File: src/design/servo_command_pwm_calibrator_defines.svh
// ---------------------------------------------------------------------------
// Servo command PWM calibrator assertion macros
// Shared concurrent assertion forms used by the calibrator RTL.
// ---------------------------------------------------------------------------
`ifndef SERVO_COMMAND_PWM_CALIBRATOR_DEFINES_SVH
`define SERVO_COMMAND_PWM_CALIBRATOR_DEFINES_SVH

// Same-cycle implication, disabled during reset
`define SCPWM_ASSERT_IMP(lbl, clk, rst, ante, cons, msg) \
  lbl: assert property (@(posedge clk) disable iff (rst) (ante) |-> (cons)) else $error(msg);

// Next-cycle implication, disabled during reset
`define SCPWM_ASSERT_NXT(lbl, clk, rst, ante, cons, msg) \
  lbl: assert property (@(posedge clk) disable iff (rst) (ante) |=> (cons)) else $error(msg);

`endif

File: src/design/scpwm_pkg.sv
// ---------------------------------------------------------------------------
// Servo command PWM calibrator package
// Constants, calibration table, payload types and sequencer states.
// ---------------------------------------------------------------------------
`default_nettype none

package scpwm_pkg;

  localparam int CHANNELS   = 3;
  localparam int CAL_POINTS = 10;
  localparam int DIGITS     = 4;
  localparam int LAST_POS   = 1 + CHANNELS * DIGITS;

  localparam int IDX_W  = $clog2(LAST_POS + 1);
  localparam int CH_W   = (CHANNELS > 1) ? $clog2(CHANNELS) : 1;
  localparam int DIG_W  = (DIGITS > 1) ? $clog2(DIGITS) : 1;
  localparam int PT_W   = $clog2(CAL_POINTS);
  localparam int CAL_W  = 12;
  localparam int ACC_W  = 19;
  localparam int CMP_W  = 16;
  localparam int BYTE_W = 8;
  localparam int WGT_W  = 10;

  localparam int ASCII_ZERO = 48;
  localparam int SEG_SPAN   = 1000;
  localparam int HALF_SPAN  = SEG_SPAN / 2;
  localparam int ANGLE_TOP  = (CAL_POINTS - 1) * SEG_SPAN;

  // Divide-by-segment unit sizing
  localparam int T_W        = $clog2(SEG_SPAN);
  localparam int QUOT_W     = 12;
  localparam int DIVIDEND_W = 22;
  localparam int PROD_W     = CAL_W + 1 + T_W + 1;
  localparam int BASE_W     = CAL_W + T_W;
  localparam int SUM_W      = PROD_W + 1;

  // Reciprocal of the segment span: ceil(2^32 / 1000), exact for any
  // dividend below 2^DIVIDEND_W
  localparam int                 RECIP_SH = 32;
  localparam int                 RECIP_W  = 23;
  localparam logic [RECIP_W-1:0] RECIP_M  = 23'd4294968;

  localparam logic [CMP_W-1:0] PERIOD_RESET = 16'd20000;
  localparam logic [CMP_W-1:0] NEUTRAL_CMP  = 16'd18500;

  // Command bytes
  localparam logic [BYTE_W-1:0] CMD_NONE = 8'h00;
  localparam logic [BYTE_W-1:0] CMD_REV  = 8'h72;
  localparam logic [BYTE_W-1:0] CMD_FWD  = 8'h66;
  localparam logic [BYTE_W-1:0] CMD_A    = 8'h61;
  localparam logic [BYTE_W-1:0] CMD_B    = 8'h62;
  localparam logic [BYTE_W-1:0] CMD_C    = 8'h63;

  // Result status codes
  localparam logic [2:0] STAT_IGNORED = 3'd0;
  localparam logic [2:0] STAT_REVERSE = 3'd1;
  localparam logic [2:0] STAT_FORWARD = 3'd2;
  localparam logic [2:0] STAT_DIRECT  = 3'd3;
  localparam logic [2:0] STAT_UNKNOWN = 3'd4;

  // [direction: 0 reverse, 1 forward][channel][point], pulse in ticks
  localparam logic [CAL_W-1:0] CAL_TAB [2][CHANNELS][CAL_POINTS] = '{
    '{
      '{12'd2400, 12'd2310, 12'd2228, 12'd2130, 12'd2025,
        12'd1935, 12'd1840, 12'd1740, 12'd1640, 12'd1535},
      '{12'd2410, 12'd2330, 12'd2234, 12'd2150, 12'd2052,
        12'd1978, 12'd1865, 12'd1770, 12'd1650, 12'd1565},
      '{12'd2410, 12'd2320, 12'd2220, 12'd2140, 12'd2040,
        12'd1960, 12'd1860, 12'd1755, 12'd1640, 12'd1515}
    },
    '{
      '{12'd650,  12'd760,  12'd860,  12'd960,  12'd1055,
        12'd1150, 12'd1240, 12'd1330, 12'd1420, 12'd1510},
      '{12'd665,  12'd765,  12'd865,  12'd965,  12'd1060,
        12'd1150, 12'd1245, 12'd1340, 12'd1430, 12'd1525},
      '{12'd645,  12'd745,  12'd845,  12'd945,  12'd1040,
        12'd1130, 12'd1225, 12'd1315, 12'd1410, 12'd1500}
    }
  };

  typedef struct packed {
    logic [BYTE_W-1:0] message_byte;
    logic              end_of_message;
  } msg_t;

  typedef struct packed {
    logic [2:0]       status;
    logic [2:0]       update_mask;
    logic [CMP_W-1:0] compare_a;
    logic [CMP_W-1:0] compare_b;
    logic [CMP_W-1:0] compare_c;
  } res_t;

  typedef struct packed {
    logic              busy;
    logic              done;
    logic [QUOT_W-1:0] quot;
    logic [T_W-1:0]    rem;
  } div_stat_t;

  typedef enum logic [3:0] {
    SQ_IDLE,
    SQ_DECODE,
    SQ_CHAN,
    SQ_KDIV,
    SQ_MUL,
    SQ_SUM,
    SQ_PDIV,
    SQ_APPLY,
    SQ_DONE
  } seq_state_t;

  // Weight of digit d: 10^(DIGITS-1-d)
  function automatic logic [WGT_W-1:0] digit_weight(input logic [DIG_W-1:0] d);
    logic [WGT_W-1:0] w;
    w = WGT_W'(1);
    for (int i = 1; i < DIGITS; i++) begin
      if (i > int'(d)) begin
        w = WGT_W'(int'(w) * 10);
      end
    end
    return w;
  endfunction

  function automatic int weight_sum();
    int s;
    s = 0;
    for (int d = 0; d < DIGITS; d++) begin
      s = s + int'(digit_weight(DIG_W'(d)));
    end
    return s;
  endfunction

  // Accumulator value of a message whose digit bytes are all zero
  localparam logic signed [ACC_W-1:0] ACC_INIT = ACC_W'(-ASCII_ZERO * weight_sum());

  function automatic logic [CAL_W-1:0] cal_point(input logic dir,
                                                 input logic [CH_W-1:0] ch,
                                                 input logic [PT_W-1:0] k);
    logic [CAL_W-1:0] p;
    p = '0;
    if (int'(ch) < CHANNELS && int'(k) < CAL_POINTS) begin
      p = CAL_TAB[dir][ch][k];
    end
    return p;
  endfunction

endpackage

`default_nettype wire

File: src/design/scpwm_div1k.sv
// ---------------------------------------------------------------------------
// Segment divider
// Divide by the segment span through a reciprocal product: the dividend is latched, then the quotient is registered.
// ---------------------------------------------------------------------------
`default_nettype none
`include "servo_command_pwm_calibrator_defines.svh"

module scpwm_div1k (
  input  logic                                clk,
  input  logic                                rst,
  input  logic                                start,
  input  logic [scpwm_pkg::DIVIDEND_W-1:0]    dividend,
  output scpwm_pkg::div_stat_t                stat
);
  import scpwm_pkg::*;

  logic                            busy;
  logic                            done;
  logic [DIVIDEND_W-1:0]           num;
  logic [QUOT_W-1:0]               quot;
  logic [DIVIDEND_W+RECIP_W-1:0]   prod;
  logic [DIVIDEND_W-1:0]           rem;

  always_comb begin
    prod = (DIVIDEND_W + RECIP_W)'(num) * (DIVIDEND_W + RECIP_W)'(RECIP_M);
    rem  = num - DIVIDEND_W'(quot) * DIVIDEND_W'(SEG_SPAN);
  end

  always_ff @(posedge clk) begin
    if (rst) begin
      busy <= 1'b0;
      done <= 1'b0;
    end else begin
      busy <= start;
      done <= busy;
    end
  end

  // Latch the dividend, then take the quotient from the reciprocal product
  always_ff @(posedge clk) begin
    if (start) begin
      num <= dividend;
    end
    if (busy) begin
      quot <= prod[RECIP_SH +: QUOT_W];
    end
  end

  assign stat.busy = busy;
  assign stat.done = done;
  assign stat.quot = quot;
  assign stat.rem  = rem[T_W-1:0];

  `SCPWM_ASSERT_IMP(a_rem_range, clk, rst, done, rem < DIVIDEND_W'(SEG_SPAN), "remainder not below span")
  `SCPWM_ASSERT_IMP(a_no_restart, clk, rst, start, !busy, "divider restarted while busy")
  `SCPWM_ASSERT_IMP(a_done_on_fall, clk, rst, $fell(busy), done, "divider stopped without done")

endmodule

`default_nettype wire

File: src/design/servo_command_pwm_calibrator.sv
// ---------------------------------------------------------------------------
// Servo command PWM calibrator
// Byte-wise command decoder with calibrated angle-to-compare mapping.
// ---------------------------------------------------------------------------
// Usage:
//   msg channel: one message byte per request, end_of_message on the last.
//     Non-final bytes are taken one per cycle; msg_ready is high while idle.
//   res channel: one result per message, issued after the final byte.
//   cfg channel: writes period; always ready, write only while idle.
// Sequence after the final byte: an ignored or unknown command goes to the
//   result directly, a direct channel command applies its one channel. For
//   'r' or 'f' each channel is clamped and applied if its angle lies outside
//   the table, else it goes through select, segment divide, multiply, sum,
//   rounding divide and apply. The shared divide-by-1000 unit serves the
//   three channels one after the other.
// Throughput: one byte per cycle within a message; one message at a time.
// Reset: period 20000, compare values 18500, message state cleared.
// Receiver stall: the result register holds until taken; the block takes
//   the next message bytes meanwhile, but waits before issuing a second
//   result until the first has gone.
// ---------------------------------------------------------------------------
`default_nettype none
`include "servo_command_pwm_calibrator_defines.svh"

module servo_command_pwm_calibrator (
  input  logic                              clk,
  input  logic                              rst,
  input  logic                              msg_valid,
  output logic                              msg_ready,
  input  scpwm_pkg::msg_t                   msg,
  output logic                              res_valid,
  input  logic                              res_ready,
  output scpwm_pkg::res_t                   res,
  input  logic                              cfg_valid,
  output logic                              cfg_ready,
  input  logic [scpwm_pkg::CMP_W-1:0]       cfg_period
);
  import scpwm_pkg::*;

  seq_state_t state, state_next;

  logic [CMP_W-1:0]        period;
  logic [IDX_W-1:0]        byte_index;
  logic [BYTE_W-1:0]       command_code;
  logic signed [ACC_W-1:0] angle_acc [CHANNELS];
  logic signed [ACC_W-1:0] direct_acc;
  logic [CMP_W-1:0]        cmp_val [CHANNELS];

  // Sequencer working registers
  logic [CH_W-1:0]          ch;
  logic                     dir;
  logic                     direct;
  logic [2:0]               status;
  logic [CHANNELS-1:0]      mask;
  logic signed [ACC_W-1:0]  pulse;
  logic [PT_W-1:0]          k;
  logic [T_W-1:0]           t;
  logic signed [PROD_W-1:0] prod;

  // Byte decode
  logic                     msg_fire;
  logic [IDX_W-1:0]         pos;
  logic [CH_W-1:0]          byte_ch;
  logic [DIG_W-1:0]         byte_dig;
  logic [BYTE_W+WGT_W-1:0]  digit_prod;
  logic signed [ACC_W-1:0]  digit_add;

  // Interpolation datapath
  logic signed [ACC_W-1:0]  angle;
  logic                     angle_neg;
  logic                     angle_hi;
  logic [CAL_W-1:0]         p_lo;
  logic [CAL_W-1:0]         p_hi;
  logic signed [CAL_W:0]    diff;
  logic [BASE_W-1:0]        base;
  logic signed [SUM_W-1:0]  sum_full;
  logic signed [ACC_W+1:0]  cmp_diff;
  logic [CMP_W-1:0]         cmp_new;

  logic                     div_start;
  logic [DIVIDEND_W-1:0]    div_dividend;
  div_stat_t                div;

  scpwm_div1k u_div (
    .clk      (clk),
    .rst      (rst),
    .start    (div_start),
    .dividend (div_dividend),
    .stat     (div)
  );

  assign cfg_ready = 1'b1;
  assign msg_fire  = msg_valid && msg_ready;

  // Digit position within the message body
  always_comb begin
    pos        = byte_index - 1'b1;
    byte_ch    = CH_W'(pos / DIGITS);
    byte_dig   = DIG_W'(pos % DIGITS);
    digit_prod = (BYTE_W + WGT_W)'(msg.message_byte) *
                 (BYTE_W + WGT_W)'(digit_weight(byte_dig));
    digit_add  = $signed(ACC_W'(digit_prod));
  end

  // Interpolation: segment k, offset t, rounding half up via the divider
  always_comb begin
    angle     = angle_acc[ch];
    angle_neg = angle[ACC_W-1];
    angle_hi  = !angle_neg && (angle >= ACC_W'(ANGLE_TOP));
    p_lo      = cal_point(dir, ch, k);
    p_hi      = cal_point(dir, ch, PT_W'(k + 1'b1));
    diff      = $signed({1'b0, p_hi}) - $signed({1'b0, p_lo});
    base      = BASE_W'(BASE_W'(p_lo) * BASE_W'(SEG_SPAN));
    sum_full  = $signed(SUM_W'(base)) + SUM_W'(prod) + SUM_W'(HALF_SPAN);
  end

  // Compare = period - pulse, clamped to 0..period
  always_comb begin
    cmp_diff = $signed({2'b00, ACC_W'(period)}) - (ACC_W + 2)'(pulse);
    if (cmp_diff[ACC_W+1]) begin
      cmp_new = '0;
    end else if (cmp_diff > $signed({2'b00, ACC_W'(period)})) begin
      cmp_new = period;
    end else begin
      cmp_new = cmp_diff[CMP_W-1:0];
    end
  end

  always_ff @(posedge clk) begin
    if (rst) begin
      state <= SQ_IDLE;
    end else begin
      state <= state_next;
    end
  end

  always_comb begin
    state_next   = state;
    msg_ready    = 1'b0;
    div_start    = 1'b0;
    div_dividend = '0;
    unique case (state)
      SQ_IDLE: begin
        msg_ready = 1'b1;
        if (msg_valid && msg.end_of_message) begin
          state_next = SQ_DECODE;
        end
      end
      SQ_DECODE: begin
        unique case (command_code) inside
          CMD_REV, CMD_FWD:     state_next = SQ_CHAN;
          CMD_A, CMD_B, CMD_C:  state_next = SQ_APPLY;
          default:              state_next = SQ_DONE;
        endcase
      end
      SQ_CHAN: begin
        if (angle_neg || angle_hi) begin
          state_next = SQ_APPLY;
        end else begin
          div_start    = 1'b1;
          div_dividend = DIVIDEND_W'($unsigned(angle));
          state_next   = SQ_KDIV;
        end
      end
      SQ_KDIV: begin
        if (div.done) begin
          state_next = SQ_MUL;
        end
      end
      SQ_MUL: begin
        state_next = SQ_SUM;
      end
      SQ_SUM: begin
        div_start    = 1'b1;
        div_dividend = DIVIDEND_W'($unsigned(sum_full));
        state_next   = SQ_PDIV;
      end
      SQ_PDIV: begin
        if (div.done) begin
          state_next = SQ_APPLY;
        end
      end
      SQ_APPLY: begin
        if (direct || ch == CH_W'(CHANNELS - 1)) begin
          state_next = SQ_DONE;
        end else begin
          state_next = SQ_CHAN;
        end
      end
      SQ_DONE: begin
        if (!res_valid || res_ready) begin
          state_next = SQ_IDLE;
        end
      end
      default: begin
        state_next = SQ_IDLE;
      end
    endcase
  end

  // Configuration register
  always_ff @(posedge clk) begin
    if (rst) begin
      period <= PERIOD_RESET;
    end else if (cfg_valid && cfg_ready) begin
      period <= cfg_period;
    end
  end

  // Message capture, channel updates and result register
  always_ff @(posedge clk) begin
    if (rst) begin
      byte_index   <= '0;
      command_code <= CMD_NONE;
      direct_acc   <= ACC_INIT;
      res_valid    <= 1'b0;
      status       <= STAT_IGNORED;
      mask         <= '0;
      for (int c = 0; c < CHANNELS; c++) begin
        angle_acc[c] <= ACC_INIT;
        cmp_val[c]   <= NEUTRAL_CMP;
      end
    end else begin
      // Issue a result when the register is free or being emptied
      if (state == SQ_DONE && (!res_valid || res_ready)) begin
        res_valid <= 1'b1;
      end else if (res_valid && res_ready) begin
        res_valid <= 1'b0;
      end

      unique case (state)
        SQ_IDLE: begin
          if (msg_fire) begin
            // Byte 0 is the command; digits follow; drop bytes past the last
            if (byte_index == '0) begin
              command_code <= msg.message_byte;
            end else if (byte_index < IDX_W'(LAST_POS)) begin
              for (int c = 0; c < CHANNELS; c++) begin
                if (byte_ch == CH_W'(c)) begin
                  angle_acc[c] <= angle_acc[c] + digit_add;
                end
              end
              if (byte_ch == '0) begin
                direct_acc <= direct_acc + digit_add;
              end
            end
            if (byte_index < IDX_W'(LAST_POS)) begin
              byte_index <= byte_index + 1'b1;
            end
          end
        end
        SQ_DECODE: begin
          mask   <= '0;
          direct <= 1'b0;
          unique case (command_code) inside
            CMD_NONE: begin
              status <= STAT_IGNORED;
            end
            CMD_REV, CMD_FWD: begin
              status <= (command_code == CMD_FWD) ? STAT_FORWARD : STAT_REVERSE;
              dir    <= (command_code == CMD_FWD);
              ch     <= '0;
            end
            CMD_A, CMD_B, CMD_C: begin
              // All three direct channels exist in this build
              status <= STAT_DIRECT;
              direct <= 1'b1;
              ch     <= CH_W'(command_code - CMD_A);
              pulse  <= direct_acc;
            end
            default: begin
              status <= STAT_UNKNOWN;
            end
          endcase
        end
        SQ_CHAN: begin
          // Clamp to the end points outside the table span
          if (angle_neg) begin
            pulse <= $signed(ACC_W'(cal_point(dir, ch, '0)));
          end else if (angle_hi) begin
            pulse <= $signed(ACC_W'(cal_point(dir, ch, PT_W'(CAL_POINTS - 1))));
          end
        end
        SQ_KDIV: begin
          if (div.done) begin
            k <= PT_W'(div.quot);
            t <= div.rem;
          end
        end
        SQ_MUL: begin
          prod <= PROD_W'(diff * $signed({1'b0, t}));
        end
        SQ_PDIV: begin
          if (div.done) begin
            pulse <= $signed(ACC_W'(div.quot));
          end
        end
        SQ_APPLY: begin
          for (int c = 0; c < CHANNELS; c++) begin
            if (ch == CH_W'(c)) begin
              cmp_val[c] <= cmp_new;
              mask[c]    <= mask[c] | (cmp_new != cmp_val[c]);
            end
          end
          ch <= ch + 1'b1;
        end
        SQ_DONE: begin
          if (!res_valid || res_ready) begin
            res.status      <= status;
            res.update_mask <= 3'(mask);
            res.compare_a   <= cmp_val[0];
            res.compare_b   <= cmp_val[1];
            res.compare_c   <= cmp_val[2];
            // Return message state to its reset values
            byte_index   <= '0;
            command_code <= CMD_NONE;
            direct_acc   <= ACC_INIT;
            for (int c = 0; c < CHANNELS; c++) begin
              angle_acc[c] <= ACC_INIT;
            end
          end
        end
        default: begin
        end
      endcase
    end
  end

  `SCPWM_ASSERT_IMP(a_no_mask_idle, clk, rst, res_valid && (res.status == STAT_IGNORED || res.status == STAT_UNKNOWN), res.update_mask == 3'b000, "mask set without update")
  `SCPWM_ASSERT_IMP(a_direct_one, clk, rst, res_valid && res.status == STAT_DIRECT, $onehot0(res.update_mask), "direct command touched several channels")
  `SCPWM_ASSERT_IMP(a_idle_div, clk, rst, msg_ready, !div.busy, "divider busy while taking bytes")
  `SCPWM_ASSERT_NXT(a_last_stops, clk, rst, msg_fire && msg.end_of_message, !msg_ready, "bytes taken after message end")

endmodule

`default_nettype wire
File: config.mk
export PLATFORM = sky130hd
export DESIGN_NAME = servo_command_pwm_calibrator
export DESIGN_NICKNAME = d
export VERILOG_FILES = /design/src/design/scpwm_pkg.sv /design/src/design/scpwm_div1k.sv /design/src/design/servo_command_pwm_calibrator.sv
export VERILOG_INCLUDE_DIRS = /design/src /design/src/design
export SDC_FILE = /design/constraint.sdc
export NUM_CORES = 2
export LEC_CHECK = 0
export BUFFER_PORTS_ARGS = -buffer_cell sky130_fd_sc_hd__buf_2
export CORE_MARGIN = 3
export CORE_UTILIZATION = 40
export CTS_BUF_LIST = sky130_fd_sc_hd__clkbuf_4
export DETAILED_ROUTE_END_ITERATION = 6
export GPL_ROUTABILITY_DRIVEN = 0
export GPL_TIMING_DRIVEN = 0
export PLACE_DENSITY = 0.53
export SLEW_MARGIN = 20
export SYNTH_ARGS = -nofsm -noshare
export SYNTH_HDL_FRONTEND = slang
export SYNTH_HIERARCHICAL = 1
export SYNTH_SLANG_ARGS = --single-unit
File: constraint.sdc
create_clock -name clk -period 10.3 [get_ports clk]
set_input_delay 0.515 -clock clk [delete_from_list [all_inputs] [get_ports clk]]
set_output_delay 0.515 -clock clk [all_outputs]
set_load 0.005 [all_outputs]
==> impl_metrics.json <==
{
  "status": "finished, final reports clean",
  "synth_nets": 4836,
  "skew_ps": 127,
  "fin_crit_sh_pct": 94.3,
  "p_switching_mw": 2.62,
  "critPathRequiredTime_ps": 10870,
  "io_pins": 87,
  "p_leak_nw": 18.5,
  "cts_sinks": 314,
  "clock_latency_ps": 850,
  "fin_cells": 5455,
  "grt.overflow.total": 0,
  "worstSetupEndpoint": "prod[20]",
  "setup_viol": 0,
  "cts-root-buf": "clkbuf_4",
  "synthCells": 3992,
  "seq_area_um2": 8810,
  "p_comb_share_pct": 55.6,
  "cts_tree": "built",
  "crit_arrival_ps": 10290,
  "groute.usage.overall_pct": 22.4,
  "drtIter0Drc": 2338,
  "finalWirelength_um": 107000,
  "via_per_inst": 5.40,
  "seqPwrFrac_pct": 24.8,
  "vdd_ir_drop_max_mv": 0.100,
  "via_count": 29500,
  "crit_path_max_incr_delay_ps": 540,
  "initial_core_util_pct": 40.7,
  "final_common_cell": "inv_1",
  "hp-class": "input port to register",
  "fillers": 9023,
  "grt_pass1_wl_um": 167000,
  "crit_type": "register to register",
  "clkPwrFrac_pct": 19.6,
  "worst_slack_ps": 588,
  "fmax_mhz": 103,
  "antenna_found_initial": 3,
  "die_x_um": 310,
  "coreArea_um2": 90800,
  "synth_area_um2": 37000,
  "drive_above_1_share_pct": 8.04,
  "finalHoldViolations": 0,
  "worst_setup_path_end_kind": "register",
  "ys_warn_count": 6,
  "cp_max_fo": 10,
  "slew_headroom_pct": 21.8,
  "maxCapViolCount": 0,
  "setup.worst_path.start_class": "register",
  "swShare_pct": 42.6,
  "first_pass_iters": 6,
  "rr_startpoint": "dir",
  "nets": 5048,
  "worstRegToRegCells": 38,
  "routedWlPerCell_um": 19.6,
  "place_ws_ps": -455,
  "worst-slew-pin-transition_ps": 1160,
  "drc": 0,
  "port_buffers": 83,
  "grt_pass1_vias": 29200,
  "multi_input_area_um2": 25400,
  "dieHeight_um": 310,
  "reg2reg_slack_ps": 590,
  "cts.clk_slew.worst_paths_ps": 70,
  "dpl.cell_count": 5259,
  "final_max_slew_viol_count": 0,
  "clockBufferDepth": 3,
  "htreeDepth": 3,
  "die_area_um2": 96100,
  "ant_nets": 0,
  "most-common-layout-cells": "619 x inv_1, 508 x ha_1, 326 x nand2_1",
  "crit_start": "dir",
  "area_delta_synth_final_pct": 9.63,
  "dp.final_hpwl_um": 86700,
  "r2r-end": "prod[20]",
  "p_int_mw": 3.53,
  "critPathSlowestCell": "fa_1",
  "synth.avg_cell_area_um2": 9.26,
  "min_period_ps": 9710,
  "power_density_nw_per_um2": 152,
  "grt_max_degree": 30,
  "rows": 110,
  "grt_setup_unrepaired": "false",
  "cts_made_buffers": 90
}
[how the worst min path moves through the flow]
stage	cells past startpoint	from	slack (ps)	end
after detailed placement	0	status[1]	420	res[52]
after global placement	0	status[1]	420	res[52]
after global routing	3	msg[4]	70	command_code[3]
final	3	msg[5]	120	command_code[4]
after floorplan	0	status[2]	410	res[53]
after CTS	3	msg[5]	20	command_code[4]
[final cells by class]
type / count / area share, %
clock inverter: 29 / 0.398
buffer: 118 / 1.19
tap: 1176 / 3.63
inverter: 626 / 5.81
sequential: 314 / 21.7
timing repair buffer: 119 / 1.86
timing repair inverter: 1 / 0.0124
clock buffer: 137 / 2.54
antenna: 1 / 0.00618
multi-input combinational: 2934 / 62.8
[registers in the layout, summed over array words and instances, names as in the netlist, 4 cells and up, named ones only]
register / count
cmp_val: 48
byte_index: 4
angle_acc: 57
direct_acc: 19
command_code: 8
period: 16
prod: 22
u_div/quot: 12
state: 4
t: 10
res: 54
k: 4
pulse: 19
u_div/num: 22
[what timing repair did]
action                                 in CTS  in global routing
endpoints found under the hold margin      18                  0
setup endpoints to repair                   6                  9
gates resized for setup                     6                 19
gates cloned                                0                  1
setup buffers                               3                  7
hold buffers                               18                  0
pin swaps                                   2                  2
[metal layers]
metal / part of all wire (%) / GRT usage [%]
met5: 0.0066 / 0
met4: 2.7 / 6.21
met3: 5.3 / 2.59
met2: 46 / 36.9
met1: 46 / 31.1
[worst max-delay path, delay by kind of cell (launching register included)]
family	cells	cell delay (ps)
adder cells (fa/ha/maj)	8	3370
AO/OA/AOI/OAI	13	2340
AND/OR/NAND/NOR	7	1380
buffers and inverters	7	950
XOR/XNOR	2	540
flip-flops	1	490
multiplexers	1	400
[stage by stage]
| step | setup TNS (ps) | hold slack, ps | util, % | power [mW] | cell area [um^2] |
|---|---|---|---|---|---|
| 6_report | 0 | 123 | 44.6 | 6.15 | 40500 |
| 4_1_cts | 0 | 15.9 | 44.5 | 6.19 | 40400 |
| 3_5_place_dp | -1440 | 421 | 42.9 | 4.92 | 39000 |
| 5_1_grt | 0 | 66.1 | 44.6 | 6.70 | 40500 |
| 3_3_place_gp | -1920 | 424 | 42.8 | 4.93 | 38800 |
| 2_1_floorplan | 0 | 409 | - | 4.14 | 37000 |
[power by group through the flow]
stage          registers [mW]  logic [mW]  clock network (mW)
2_1_floorplan            1.53        2.61                   0
4_1_cts                  1.52        3.42                1.24
5_1_grt                  1.53        3.86                1.31
6_report                 1.52        3.42                1.21
3_3_place_gp             1.55        3.38                   0
3_5_place_dp             1.55        3.37                   0
No activity file was read; power rests on OpenSTA's default activity.
